[config.mk]
export PLATFORM = sky130hd
export DESIGN_NAME = column_dark_run_extractor
export DESIGN_NICKNAME = d
export VERILOG_FILES = /design/src/design/cdre_pkg.sv /design/src/design/column_dark_run_extractor.sv
export SDC_FILE = /design/constraint.sdc
export NUM_CORES = 1
export LEC_CHECK = 0
export BUFFER_PORTS_ARGS = -buffer_cell sky130_fd_sc_hd__buf_2
export CAP_MARGIN = 20
export CORE_MARGIN = 1
export CORE_UTILIZATION = 55
export DETAILED_ROUTE_END_ITERATION = 8
export PLACE_DENSITY = 0.86
export RECOVER_POWER = 50
export SYNTH_ARGS = -nofsm -noshare
export SYNTH_HDL_FRONTEND = slang
export SYNTH_SLANG_ARGS = --single-unit
[constraint.sdc]
create_clock -name i_clk -period 6.7 [get_ports i_clk]
set_clock_uncertainty 0.05 [all_clocks]
set_input_delay 0.67 -clock i_clk [delete_from_list [all_inputs] [get_ports i_clk]]
set_output_delay 0.67 -clock i_clk [all_outputs]
set_load 0.05 [all_outputs]
[src/design/cdre_pkg.sv]
// Package for the column dark run extractor: payload structs and limits.
// No dependencies; used by column_dark_run_extractor.
package cdre_pkg;

    localparam int MAX_ROWS    = 256;
    localparam int MAX_COLUMNS = 256;

    localparam logic [7:0] ROW_LAST        = 8'(MAX_ROWS - 1);
    localparam logic [7:0] COLUMN_LAST     = 8'(MAX_COLUMNS - 1);
    localparam logic [7:0] RUN_COUNT_LIMIT = 8'd128;
    localparam logic [7:0] RUN_INDEX_LIMIT = 8'd127;
    localparam logic [7:0] THRESHOLD_RESET = 8'd127;

    typedef struct packed {
        logic [7:0] pixel;
        logic       column_end;
        logic       frame_end;
    } t_pixel_item;

    typedef struct packed {
        logic [7:0] column_index;
        logic [6:0] run_index;
        logic [7:0] first_row;
        logic [7:0] last_row;
        logic [7:0] max_runs;
    } t_run_item;

endpackage

[src/design/column_dark_run_extractor.sv]
// Column dark run extractor: one pixel per transfer, one run result when a run closes.
// The closing pixel passes the input register, then the result register holds its run.
// Throughput: one pixel per cycle; the input stalls only while a pixel waits in the input
// register and the result register is full and stalled.
// Reset (synchronous, active low) clears all counters and valids, threshold returns to 127.
// Depends on cdre_pkg.
module column_dark_run_extractor (
    input  logic                  i_clk,
    input  logic                  i_rst_n,
    input  logic                  i_in_valid,
    output logic                  o_in_stall,
    input  cdre_pkg::t_pixel_item i_in_item,
    output logic                  o_out_valid,
    input  logic                  i_out_stall,
    output cdre_pkg::t_run_item   o_out_item,
    input  logic                  i_cfg_valid,
    output logic                  o_cfg_ready,
    input  logic [7:0]            i_cfg_data
);
    import cdre_pkg::*;

    logic [7:0]  r_threshold;
    logic        r_in_valid;
    t_pixel_item r_in_item;
    logic        r_out_valid;
    t_run_item   r_out_item;

    logic [7:0] r_row_count, n_row_count;
    logic [7:0] r_column_count, n_column_count;
    logic       r_in_run, n_in_run;
    logic [7:0] r_run_start_row, n_run_start_row;
    logic [7:0] r_last_dark_row, n_last_dark_row;
    logic [7:0] r_runs_in_column, n_runs_in_column;
    logic [7:0] r_frame_max_runs, n_frame_max_runs;

    logic       advance;
    logic       step;
    logic       dark;
    logic       col_end;
    logic       emit;
    logic [7:0] runs_inc;
    logic [7:0] max_new;
    t_run_item  n_out_item;

    // The work stage moves when the result register is free or being taken.
    assign advance     = !r_out_valid || !i_out_stall;
    assign step        = advance && r_in_valid;
    assign o_in_stall  = r_in_valid && !advance;
    assign o_out_valid = r_out_valid;
    assign o_out_item  = r_out_item;
    assign o_cfg_ready = 1'b1;

    always_comb begin
        dark     = r_in_item.pixel <= r_threshold;
        col_end  = r_in_item.column_end || r_in_item.frame_end;
        emit     = (dark && col_end) || (!dark && r_in_run);
        runs_inc = (r_runs_in_column < RUN_COUNT_LIMIT) ? r_runs_in_column + 8'd1
                                                        : r_runs_in_column;
        max_new  = (runs_inc > r_frame_max_runs) ? runs_inc : r_frame_max_runs;

        n_out_item.column_index = r_column_count;
        n_out_item.run_index    = (r_runs_in_column > RUN_INDEX_LIMIT) ? RUN_INDEX_LIMIT[6:0]
                                                                       : r_runs_in_column[6:0];
        // A dark pixel that opens a run also closes it when the column ends here.
        n_out_item.first_row    = (dark && !r_in_run) ? r_row_count : r_run_start_row;
        n_out_item.last_row     = dark ? r_row_count : r_last_dark_row;
        n_out_item.max_runs     = max_new;

        n_in_run         = dark && !col_end;
        n_run_start_row  = (dark && !r_in_run) ? r_row_count : r_run_start_row;
        n_last_dark_row  = dark ? r_row_count : r_last_dark_row;
        n_runs_in_column = col_end ? 8'd0 : (emit ? runs_inc : r_runs_in_column);
        n_row_count      = col_end ? 8'd0
                         : ((r_row_count < ROW_LAST) ? r_row_count + 8'd1 : r_row_count);
        if (r_in_item.frame_end) begin
            n_column_count = 8'd0;
        end else if (col_end && (r_column_count < COLUMN_LAST)) begin
            n_column_count = r_column_count + 8'd1;
        end else begin
            n_column_count = r_column_count;
        end
        n_frame_max_runs = r_in_item.frame_end ? 8'd0
                         : (emit ? max_new : r_frame_max_runs);
    end

    always_ff @(posedge i_clk) begin
        if (!i_rst_n) begin
            r_threshold      <= THRESHOLD_RESET;
            r_in_valid       <= 1'b0;
            r_out_valid      <= 1'b0;
            r_row_count      <= '0;
            r_column_count   <= '0;
            r_in_run         <= 1'b0;
            r_run_start_row  <= '0;
            r_last_dark_row  <= '0;
            r_runs_in_column <= '0;
            r_frame_max_runs <= '0;
        end else begin
            if (i_cfg_valid && o_cfg_ready) begin
                r_threshold <= i_cfg_data;
            end
            if (!o_in_stall) begin
                r_in_valid <= i_in_valid;
            end
            if (advance) begin
                r_out_valid <= step && emit;
            end
            if (step) begin
                r_row_count      <= n_row_count;
                r_column_count   <= n_column_count;
                r_in_run         <= n_in_run;
                r_run_start_row  <= n_run_start_row;
                r_last_dark_row  <= n_last_dark_row;
                r_runs_in_column <= n_runs_in_column;
                r_frame_max_runs <= n_frame_max_runs;
            end
        end
    end

    always_ff @(posedge i_clk) begin
        if (!o_in_stall && i_in_valid) begin
            r_in_item <= i_in_item;
        end
        if (step && emit) begin
            r_out_item <= n_out_item;
        end
    end

`ifndef SYNTHESIS
    a_runs_bounded: assert property (@(posedge i_clk) disable iff (!i_rst_n)
        r_runs_in_column <= RUN_COUNT_LIMIT)
        else $error("run count exceeds its limit");

    a_open_run_order: assert property (@(posedge i_clk) disable iff (!i_rst_n)
        r_in_run |-> (r_run_start_row <= r_last_dark_row))
        else $error("open run starts below its last dark row");

    a_result_rows: assert property (@(posedge i_clk) disable iff (!i_rst_n)
        r_out_valid |-> (r_out_item.first_row <= r_out_item.last_row))
        else $error("result first row is after last row");

    a_result_max: assert property (@(posedge i_clk) disable iff (!i_rst_n)
        r_out_valid |-> (r_out_item.max_runs > {1'b0, r_out_item.run_index}))
        else $error("frame maximum below reported run count");

    a_frame_clear: assert property (@(posedge i_clk) disable iff (!i_rst_n)
        (step && r_in_item.frame_end) |=>
            (r_column_count == 8'd0 && r_frame_max_runs == 8'd0))
        else $error("frame end did not clear column count and maximum");
`endif

endmodule
==> results.toml, run 1 <==
[timing]
tns_ps = 0
setup_viol = 0
timing.final.crit_share_pct = 51.7
max_slew_margin_pct = -54.1
rsz0062_at_grt = "no"
tightestPinTransition_ps = 2310
max_freq_mhz = 289
fin_crit_ps = 3470
drv_slew = 58
hold_violations = 0

[power]
power_switching_mw = 0.305
ir_drop_v = 0.000126
comb_power_share_pct = 10.1
leakage_nw = 2.08
internal_power_mw = 0.952
pwr-share-seq_pct = 56.8
switching_share_pct = 24.3
p_per_area_mw_per_mm2 = 237
p_clk_share_pct = 33.1

[finish]
finalInstanceArea_sq_mm = 0.00530
final_util_pct = 63.8
num_antenna_cells = 0
drive_gt1_share_pct = 16.1
instances_no_fill = 584
fillers = 649
syn2layout_area_growth_pct = 11.2
layout.nets = 516

[cts]
clk_pin_slew_ps = 100
postCtsSetupBuffers = 0
cts_tree = "done"
h-tree-depth = 3
cts_made_buffers = 9
cts_buffer_depth = 2
cts_resized = 0
cts_sinks = 108
clk_latency_ps = 370
ctsRootBufferMaster = "clkbuf_8"
holdBufCountCts = 0

[floorplanning]
die-area_sq_mm = 0.00903
start_util_pct = 57.4
io_pins = 65
die_h_um = 95.0
core_sq_mm = 0.00830
row_count = 33
die_w_um = 95.0

[logic_synthesis]
synth_async_sr_flop_share_pct = 0
syn_inst = 418
synth_area_sq_mm = 0.00476
yosys_register_bits = 108
syn_area_per_cell_sq_um = 11.4
synth.distinct_cells = 48
synth_nets = 460
ys_seq_area_share_pct = 55.7
yosys_warnings = 0
synth_ff_type = "dfxtp_1"
synth_enable_flop_cells = 49

[global_route]
grt_overflow = 0
grt_pass1_wl_mm = 14.7
track_usage_pct = 21.4
grt_max_degree = 58
antenna_found_initial = 0
first_global_vias = 3193

[hold_path]
hold_path.class = "in -> reg"
min_to = "r_in_item[4]"
hold_depth = 1
hold_path.startpoint = "i_in_item[4]"

[placement]
dp.cells = 568
place_area_sq_mm = 0.00514
gp_congestion = 0.862
hpwl_mm = 6.27
io_buffers = 63

[setup_path]
crit_arrival_ps = 3460
slowest_stage = "a211oi_4"
cp_max_fo = 25
cp-start-kind = "register"
endpoint_kind = "register"
crit_chain = "ha_1, a211o_1, a21oi_4, a21oi_2, nand2_1, nor2_1, a211oi_4, buf_4"
r2r_end = "o_out_item[28]"
cp.required_ps = 6690
r2r_start = "r_in_item[7]"
timing.reg2reg.setup_slack_ps = 3230
critical-path-max-stage-delay_ps = 710
reg2reg_depth = 8
criticalPathCategory = "reg -> reg"

[drt]
detail_route.iter0.violations = 238
wl_per_cell_um = 15.5
drc = 0
via_per_inst = 5.72
dr.pass1.iters = 4
routed_wl_mm = 9.06
postRouteAntennaNets = 0
vias = 3343

[status]
outcome = "complete, but fails checks"
failed_checks = "capacitance limit, slew limit"

[run]
cap_violations = 1
## worst max path at each step
stage | startpoint | end | slack (ps) | depth (start not counted)
after detailed placement | r_in_item[7] | o_out_item[5] | 3230 | 8
after global routing | r_threshold[5] | o_out_item[31] | 3010 | 9
after floorplan | r_in_item[7] | o_out_item[0] | 1570 | 8
after global placement | r_threshold[5] | o_out_item[31] | 3370 | 9
final | r_in_item[7] | o_out_item[28] | 3230 | 8
after CTS | r_in_item[7] | o_out_item[1] | 3190 | 8
## sequential cells by signal (all words and copies together), names as in the netlist
signal / cells
o_out_item: 39
r_in_item: 10
r_column_count: 8
r_frame_max_runs: 8
r_last_dark_row: 8
r_row_count: 8
r_run_start_row: 8
r_runs_in_column: 8
r_threshold: 8
o_out_valid: 1
r_in_run: 1
r_in_valid: 1
## power by group through the flow
stage	clock network, mW	registers, mW	logic (mW)
2_1_floorplan	0	0.756	0.0709
4_1_cts	0.421	0.714	0.129
3_3_place_gp	0	0.728	0.125
6_report	0.415	0.714	0.127
3_5_place_dp	0	0.729	0.129
5_1_grt	0.447	0.716	0.137
## per-stage QoR
| step | setup WS, ps | power (mW) | hold slack (ps) |
|---|---|---|---|
| after global placement | 3370 | 0.853 | 411 |
| after floorplan | 1570 | 0.827 | 389 |
| after detailed placement | 3230 | 0.858 | 426 |
| after global routing | 3010 | 1.30 | 402 |
| after CTS | 3190 | 1.26 | 412 |
| final | 3230 | 1.26 | 420 |
## cells in the final DEF (no fill, tap or decap), types with 3 or more instances in the layout
cell and instances:
nand4_1 20, mux2_2 25, clkbuf_1 45, or2_2 7, and3_1 3, or3_1 4
nand2_1 36, a41oi_1 3, nand3_1 8, nor2_1 20, buf_2 20, nor2b_1 14
clkbuf_8 9, o21ai_0 22, o21a_1 3, edfxtp_1 49, nand3b_1 8, xor2_1 11
ha_1 19, a21oi_1 10, inv_1 21, a21boi_0 3, o211ai_1 8, xnor2_1 4
a22o_1 8, mux2i_1 11, dfxtp_1 59
## routing by layer
metal | GRT usage (%) | vias up | share of wire (%)
met3 | 3.99 | 20 | 5.8
li1 | - | 1611 | -
met1 | 27.7 | 1586 | 44
met2 | 35.4 | 126 | 48
met5 | 0 | - | 0
met4 | 8.46 | 0 | 2.1
## worst max-delay path, delay by kind of cell (launching register included)
kind,cells,cell delay [ps]
AOI/OAI and AO/OA,4,1390
adders and majority gates,1,310
buffers and inverters,1,440
DFF,1,380
and+or+nand+nor,2,560
## cell families after synthesis
| logic type | count (synthesis) | share of synthesized area, % |
|---|---|---|
| and+or+nand+nor | 127 | 14.2 |
| DFF | 108 | 55.7 |
| AOI/OAI and AO/OA | 72 | 10.6 |
| buffers and inverters | 40 | 3.44 |
| muxes | 36 | 8.23 |
| adders and majority gates | 19 | 4.99 |
| xor gates and xnor gates | 15 | 2.76 |
| other | 1 | 0.0788 |
## area by class of cell
class	instances	area (sq um)	area share (%)
multi-input combinational	270	1960	36.9
clock inverter	5	76.3	1.44
tap	105	131	2.48
timing repair buffer	64	269	5.08
sequential	108	2650	50.1
clock buffer	11	131	2.48
inverter	21	78.8	1.49
## Yosys cell counts, types with 2 or more instances
library cell | count | area (sq um)
or2_2 | 7 | 43.8
buf_1 | 2 | 7.51
nor2b_1 | 14 | 87.6
o211ai_1 | 8 | 60.1
a211o_1 | 2 | 17.5
a21oi_1 | 10 | 50.1
xor2_1 | 11 | 96.3
nand3b_1 | 8 | 60.1
a21oi_2 | 2 | 17.5
xnor2_1 | 4 | 35.0
mux2i_1 | 11 | 110
nand2_1 | 36 | 135
clkbuf_1 | 13 | 48.8
a41oi_1 | 3 | 26.3
o21ai_0 | 21 | 105
buf_2 | 2 | 10.0
o21ai_1 | 3 | 15.0
dfxtp_1 | 59 | 1180
inv_1 | 21 | 78.8
nand4_1 | 20 | 125
a22o_1 | 8 | 70.1
edfxtp_1 | 49 | 1470
ha_1 | 19 | 238
nand3_1 | 8 | 40.0
mux2_2 | 25 | 282
and2_1 | 2 | 12.5
a21boi_0 | 3 | 22.5
nor2_1 | 20 | 75.1
o21a_1 | 3 | 22.5
or3_1 | 4 | 25.0
and3_1 | 3 | 18.8
(Power assumes the default switching activity.)
==> run 2, diff against run 1 <==
- ABC_AREA: not set -> 1
- clock period: 6.7 -> 3.3 ns (I/O delays scaled with it)
==> results.toml, run 2 <==
[drt]
via_per_inst = 5.23
highest_layer = "met4"
wl_met1_mm = 4.28
detail_route.iter0.violations = 178
vias = 3926
routed_wl_mm = 9.81
wl_met3_um = 540
postRouteAntennaNets = 0
drc = 0
wl_met2_mm = 4.78
wl_per_cell_um = 13.1
dr.pass1.iters = 5

[setup_path]
endpoint_kind = "register"
cp-start-kind = "register"
cp_max_fo = 9
r2r_start = "r_runs_in_column[1]"
crit_start = "r_runs_in_column[1]"
crit_arrival_ps = 2950
cp.required_ps = 3480
criticalPathCategory = "reg -> reg"

[logic_synthesis]
synth.distinct_cells = 36
yosysMostFrequentCell = "nand2_1"
synth_enable_flop_cells = 49
synth_area_sq_mm = 0.00496
synth_ff_type = "dfxtp_1"
syn_area_per_cell_sq_um = 8.59
synth_top_area_share_pct = 29.7
yosys_register_bits = 108
synth_nets = 619
ys_top_cells_by_count = "127 x nand2_1, 89 x inv_1, 59 x dfxtp_1"
ys_seq_area_share_pct = 53.5
synth_async_sr_flop_share_pct = 0
yosys_warnings = 0
synth_area_leaders = "edfxtp_1 30%, dfxtp_1 24%, nand2_1 9.6%"
syn_inst = 577
synth.largest_area_cell = "edfxtp_1"

[cts]
cts_buffer_depth = 2
clk_latency_ps = 360
cts_made_buffers = 9
postCtsSetupBuffers = 0
clk_pin_slew_ps = 90
h-tree-depth = 3
ctsRootBufferMaster = "clkbuf_8"
cts_tree = "done"
holdBufCountCts = 0
cts_resized = 0
cts_sinks = 108

[power]
finalPower_mw = 2.96
ir_drop_v = 0.000287
leakage_nw = 2.44
p_per_area_mw_per_mm2 = 545
pwr-share-seq_pct = 52.8
switching_share_pct = 32.8
internal_power_mw = 1.99
comb_power_share_pct = 23.2
p_clk_share_pct = 24.0
power_switching_mw = 0.970

[global_route]
grt_max_degree = 47
first_global_vias = 3803
grt_overflow = 0
grt_pass1_wl_mm = 16.7
track_usage_pct = 21.6
antenna_found_initial = 0

[placement]
gp_congestion = 0.871
hpwl_mm = 7.01
place_ws_ps = 620
dp.cells = 735
io_buffers = 63
place_area_sq_mm = 0.00533

[floorplanning]
start_util_pct = 56.8
die-area_sq_mm = 0.00940
row_count = 34
die_w_um = 96.9
core_sq_mm = 0.00872
die_h_um = 96.9
io_pins = 65

[finish]
instances_no_fill = 751
finalInstanceArea_sq_mm = 0.00543
syn2layout_area_growth_pct = 9.49
largest_register_ffs = 39
layout.nets = 680
fillers = 745
layout_common_cells = "129 x nand2_1, 90 x inv_1, 59 x dfxtp_1, 55 x nor2_1, 49 x edfxtp_1"
final_util_pct = 62.2
num_antenna_cells = 0
drive_gt1_share_pct = 8.86
layout_commonest_cell = "nand2_1"

[timing]
whs_ps = 90.6
setup_viol = 0
tightestPinTransition_ps = 686
drv_slew = 0
rsz0062_at_grt = "no"
fin_ws_ps = 531
hold_violations = 0
tns_ps = 0
max_freq_mhz = 361
timing.final.crit_share_pct = 83.9
max_slew_margin_pct = 54.3
fin_crit_ps = 2770

[hold_path]
hold_path.startpoint = "i_in_item[6]"
hold_path.class = "in -> reg"

[run]
cap_violations = 0

[status]
outcome = "complete, no violations"
## run 2: final cells by class
class	instances	area, sq um	area share, %
Sequential cell	108	2650	48.9
Multi-Input combinational cell	359	1830	33.7
Inverter	93	354	6.52
Timing Repair Buffer	67	288	5.30
Clock buffer	13	149	2.74
Tap cell	108	135	2.49
Clock inverter	3	21.3	0.392
## run 2: power groups by stage
stage | sequential [mW] | combinational [mW] | clock, mW
floorplan | 1.73 | 0.406 | 0
global route | 1.57 | 0.763 | 0.779
CTS | 1.56 | 0.698 | 0.728
detailed placement | 1.59 | 0.696 | 0
global placement | 1.59 | 0.676 | 0
finish | 1.56 | 0.687 | 0.711
## run 2: worst max-delay path, cell delays in order (launching register included)
cell and delay (ps):
dfxtp_1 400, ha_1 230, nand2_1 70, nor2_1 170
nand4_1 110, nand2_1 110, inv_1 70, ha_1 270
nand2_1 60, nor2_1 190, nand4_2 230, nand2_1 300
nand2_1 90, nand2_1 100, nor2_1 50, nand2_1 80
a21oi_1 80
## run 2: metal layers
layer	vias up	track usage, %
met5	-	0
met4	0	7.35
met3	27	4.05
met2	144	37.8
met1	1777	26.7
li1	1978	-
## run 2: logic make-up (layout without fill, tap and decap cells)
logic type	after synthesis	count (layout)	share of synthesized area [%]
AND/OR/NAND/NOR	240	240	20.9
adder cells (fa/ha/maj)	19	19	4.80
XOR/XNOR	3	3	0.530
AO/OA/AOI/OAI	96	96	10.8
flip-flops	108	108	53.5
buffers and inverters	110	176	9.41
other	1	1	0.0756
## run 2: worst paths after layout
kind | to | slack (ps) | depth (start not counted)
hold / removal | r_in_item[6] | 90 | 1
hold reg to reg | r_threshold[7] | 420 | 2
setup / recovery | r_frame_max_runs[6] | 530 | 16
setup reg to reg | r_frame_max_runs[6] | 530 | 16
==> run 3, diff against run 2 <==
- ABC_AREA: 1 -> 0
- clock period: 3.3 -> 2.6 ns (I/O delays scaled with it)
==> results.toml, run 3 (synthesis gave the netlist of run 1 again) <==
[status]
outcome = "complete, no violations"

[setup_path]
endpoint_kind = "register"
crit_start = "r_runs_in_column[1]"
critical-path-max-stage-delay_ps = 370
r2r_start = "r_runs_in_column[1]"
crit_chain = "buf_6, nand4_1, nor2_1, xor2_1, ha_1, a21oi_1, o21ai_1, o22a_1, buf_6, mux2_4, a22o_1"
cp-endpoint = "r_frame_max_runs[2]"
timing.reg2reg.setup_slack_ps = 2
cp_max_fo = 5
path_common_cell = "buf_6"
slowest_stage = "dfxtp_2"
cp.required_ps = 2810
cp-start-kind = "register"
crit_arrival_ps = 2810
reg2reg_depth = 11
r2r_end = "r_frame_max_runs[2]"
criticalPathCategory = "reg -> reg"

[floorplanning]
core_sq_mm = 0.00830
start_util_pct = 57.4
die-area_sq_mm = 0.00903
die_h_um = 95.0
io_pins = 65
row_count = 33
die_w_um = 95.0

[drt]
vias = 3490
routed_wl_mm = 9.95
via_per_inst = 5.65
wl_per_cell_um = 16.1
drc = 0
dr.pass1.iters = 5
detail_route.iter0.violations = 169
postRouteAntennaNets = 0

[finish]
finalInstanceArea_sq_mm = 0.00575
layout_common_cells = "63 x buf_2, 54 x dfxtp_1, 49 x edfxtp_1, 35 x nand2_1"
num_antenna_cells = 0
drive_gt1_share_pct = 30.8
syn2layout_area_growth_pct = 20.8
layout_commonest_cell = "buf_2"
layout.nets = 550
final_util_pct = 69.3
largest_register_ffs = 39

[timing]
timing.final.crit_share_pct = 99.9
tightestPinTransition_ps = 896
max_freq_mhz = 385
fin_crit_ps = 2600
max_slew_margin_pct = 40.2
drv_slew = 0
setup_viol = 0
rsz0062_at_grt = "yes"
hold_violations = 0

[placement]
io_buffers = 63
gp_congestion = 0.827
place_area_sq_mm = 0.00533
hpwl_mm = 6.54

[global_route]
grt_max_degree = 26
grt_util_met2_pct = 39.8
track_usage_pct = 22.6
use_met3_pct = 6.14
antenna_found_initial = 0
grt_overflow = 0
first_global_vias = 3405
top_usage_layer = "met2"
grt_pass1_wl_mm = 15.6
met1_usage_pct = 27.3

[cts]
clk_pin_slew_ps = 100
cts_tree = "done"
cts_sinks = 108
h-tree-depth = 3
cts_buffer_depth = 2
cts_made_buffers = 9
clk_latency_ps = 370
ctsRootBufferMaster = "clkbuf_8"

[power]
leakage_nw = 2.43
p_per_area_mw_per_mm2 = 565
ir_drop_v = 0.000364

[hold_path]
hold_path.class = "in -> reg"

[run]
cap_violations = 0
-- run 3: cell count changes in the layout (fill, tap and decap cells not counted), moves of 16 or more --
cell      delta
nor2_1      -36
buf_2       +43
mux2_2      +17
nand2_1     -94
inv_1       -70
buf_4       +17
nand3_1     -24
nand4_1     +16
a21oi_1     -30
clkbuf_1    -45
-- run 3: layer usage --
metal / vias up / part of all wire [%]
met5: - / 0
met3: 8 / 4.9
li1: 1685 / -
met4: 0 / 0.97
met1: 1674 / 42
met2: 123 / 52
-- run 3: worst min path at each step --
stage,from,endpoint,cells after the start
3_3_place_gp,i_in_item[7],r_in_item[7],1
2_1_floorplan,i_in_item[0],r_in_item[0],0
3_5_place_dp,i_in_item[8],r_in_item[8],1
5_1_grt,i_in_item[1],r_in_item[1],1
6_report,i_in_item[1],r_in_item[1],1
4_1_cts,i_in_item[5],r_in_item[5],1
-- run 3: stage by stage --
step | setup slack [ps] | std cells | total power, mW | TNS (ps) | hold slack, ps
floorplan | -457 | 418 | 2.15 | -17820 | 309
global placement | 127 | 587 | 2.23 | 0 | 387
detailed placement | 11.7 | 587 | 2.25 | 0 | 388
CTS | 65.4 | 607 | 3.25 | 0 | 1.58
global route | -107 | 618 | 3.37 | -871 | 8.76
finish | 2.12 | 618 | 3.25 | 0 | 31.3
-- run 3: layout make-up --
class,instances,area (sq um)
multi-input cells,270,2040
fillers,591,2550
clock buffers,12,145
inverters,21,78.8
flip-flops and latches,108,2660
well taps,105,131
clock inverters,4,55.1
repair buffers,98,641
-- run 3: where the power goes --
part / switching (mW) / internal [mW]
Combinational: 0.249 / 0.135
Clock: 0.546 / 0.480
Sequential: 0.0223 / 1.82
-- run 3: worst max-delay path, delay by kind of cell (launching register included) --
kind                     cells  cell delay (ps)
AO/OA/AOI/OAI                4              620
XOR/XNOR                     1              300
adder cells (fa/ha/maj)      1              300
buffers and inverters        2              270
flip-flops                   1              370
multiplexers                 1              310
AND/OR/NAND/NOR              2              280
-- run 3: timing repair --
action / CTS / global route
pin swaps: 0 / 17
resized for setup: 1 / 25
setup buffers: 0 / 6
hold buffers: 4 / 5
setup endpoints to repair: 3 / 17
endpoints found under the hold margin: 4 / 5
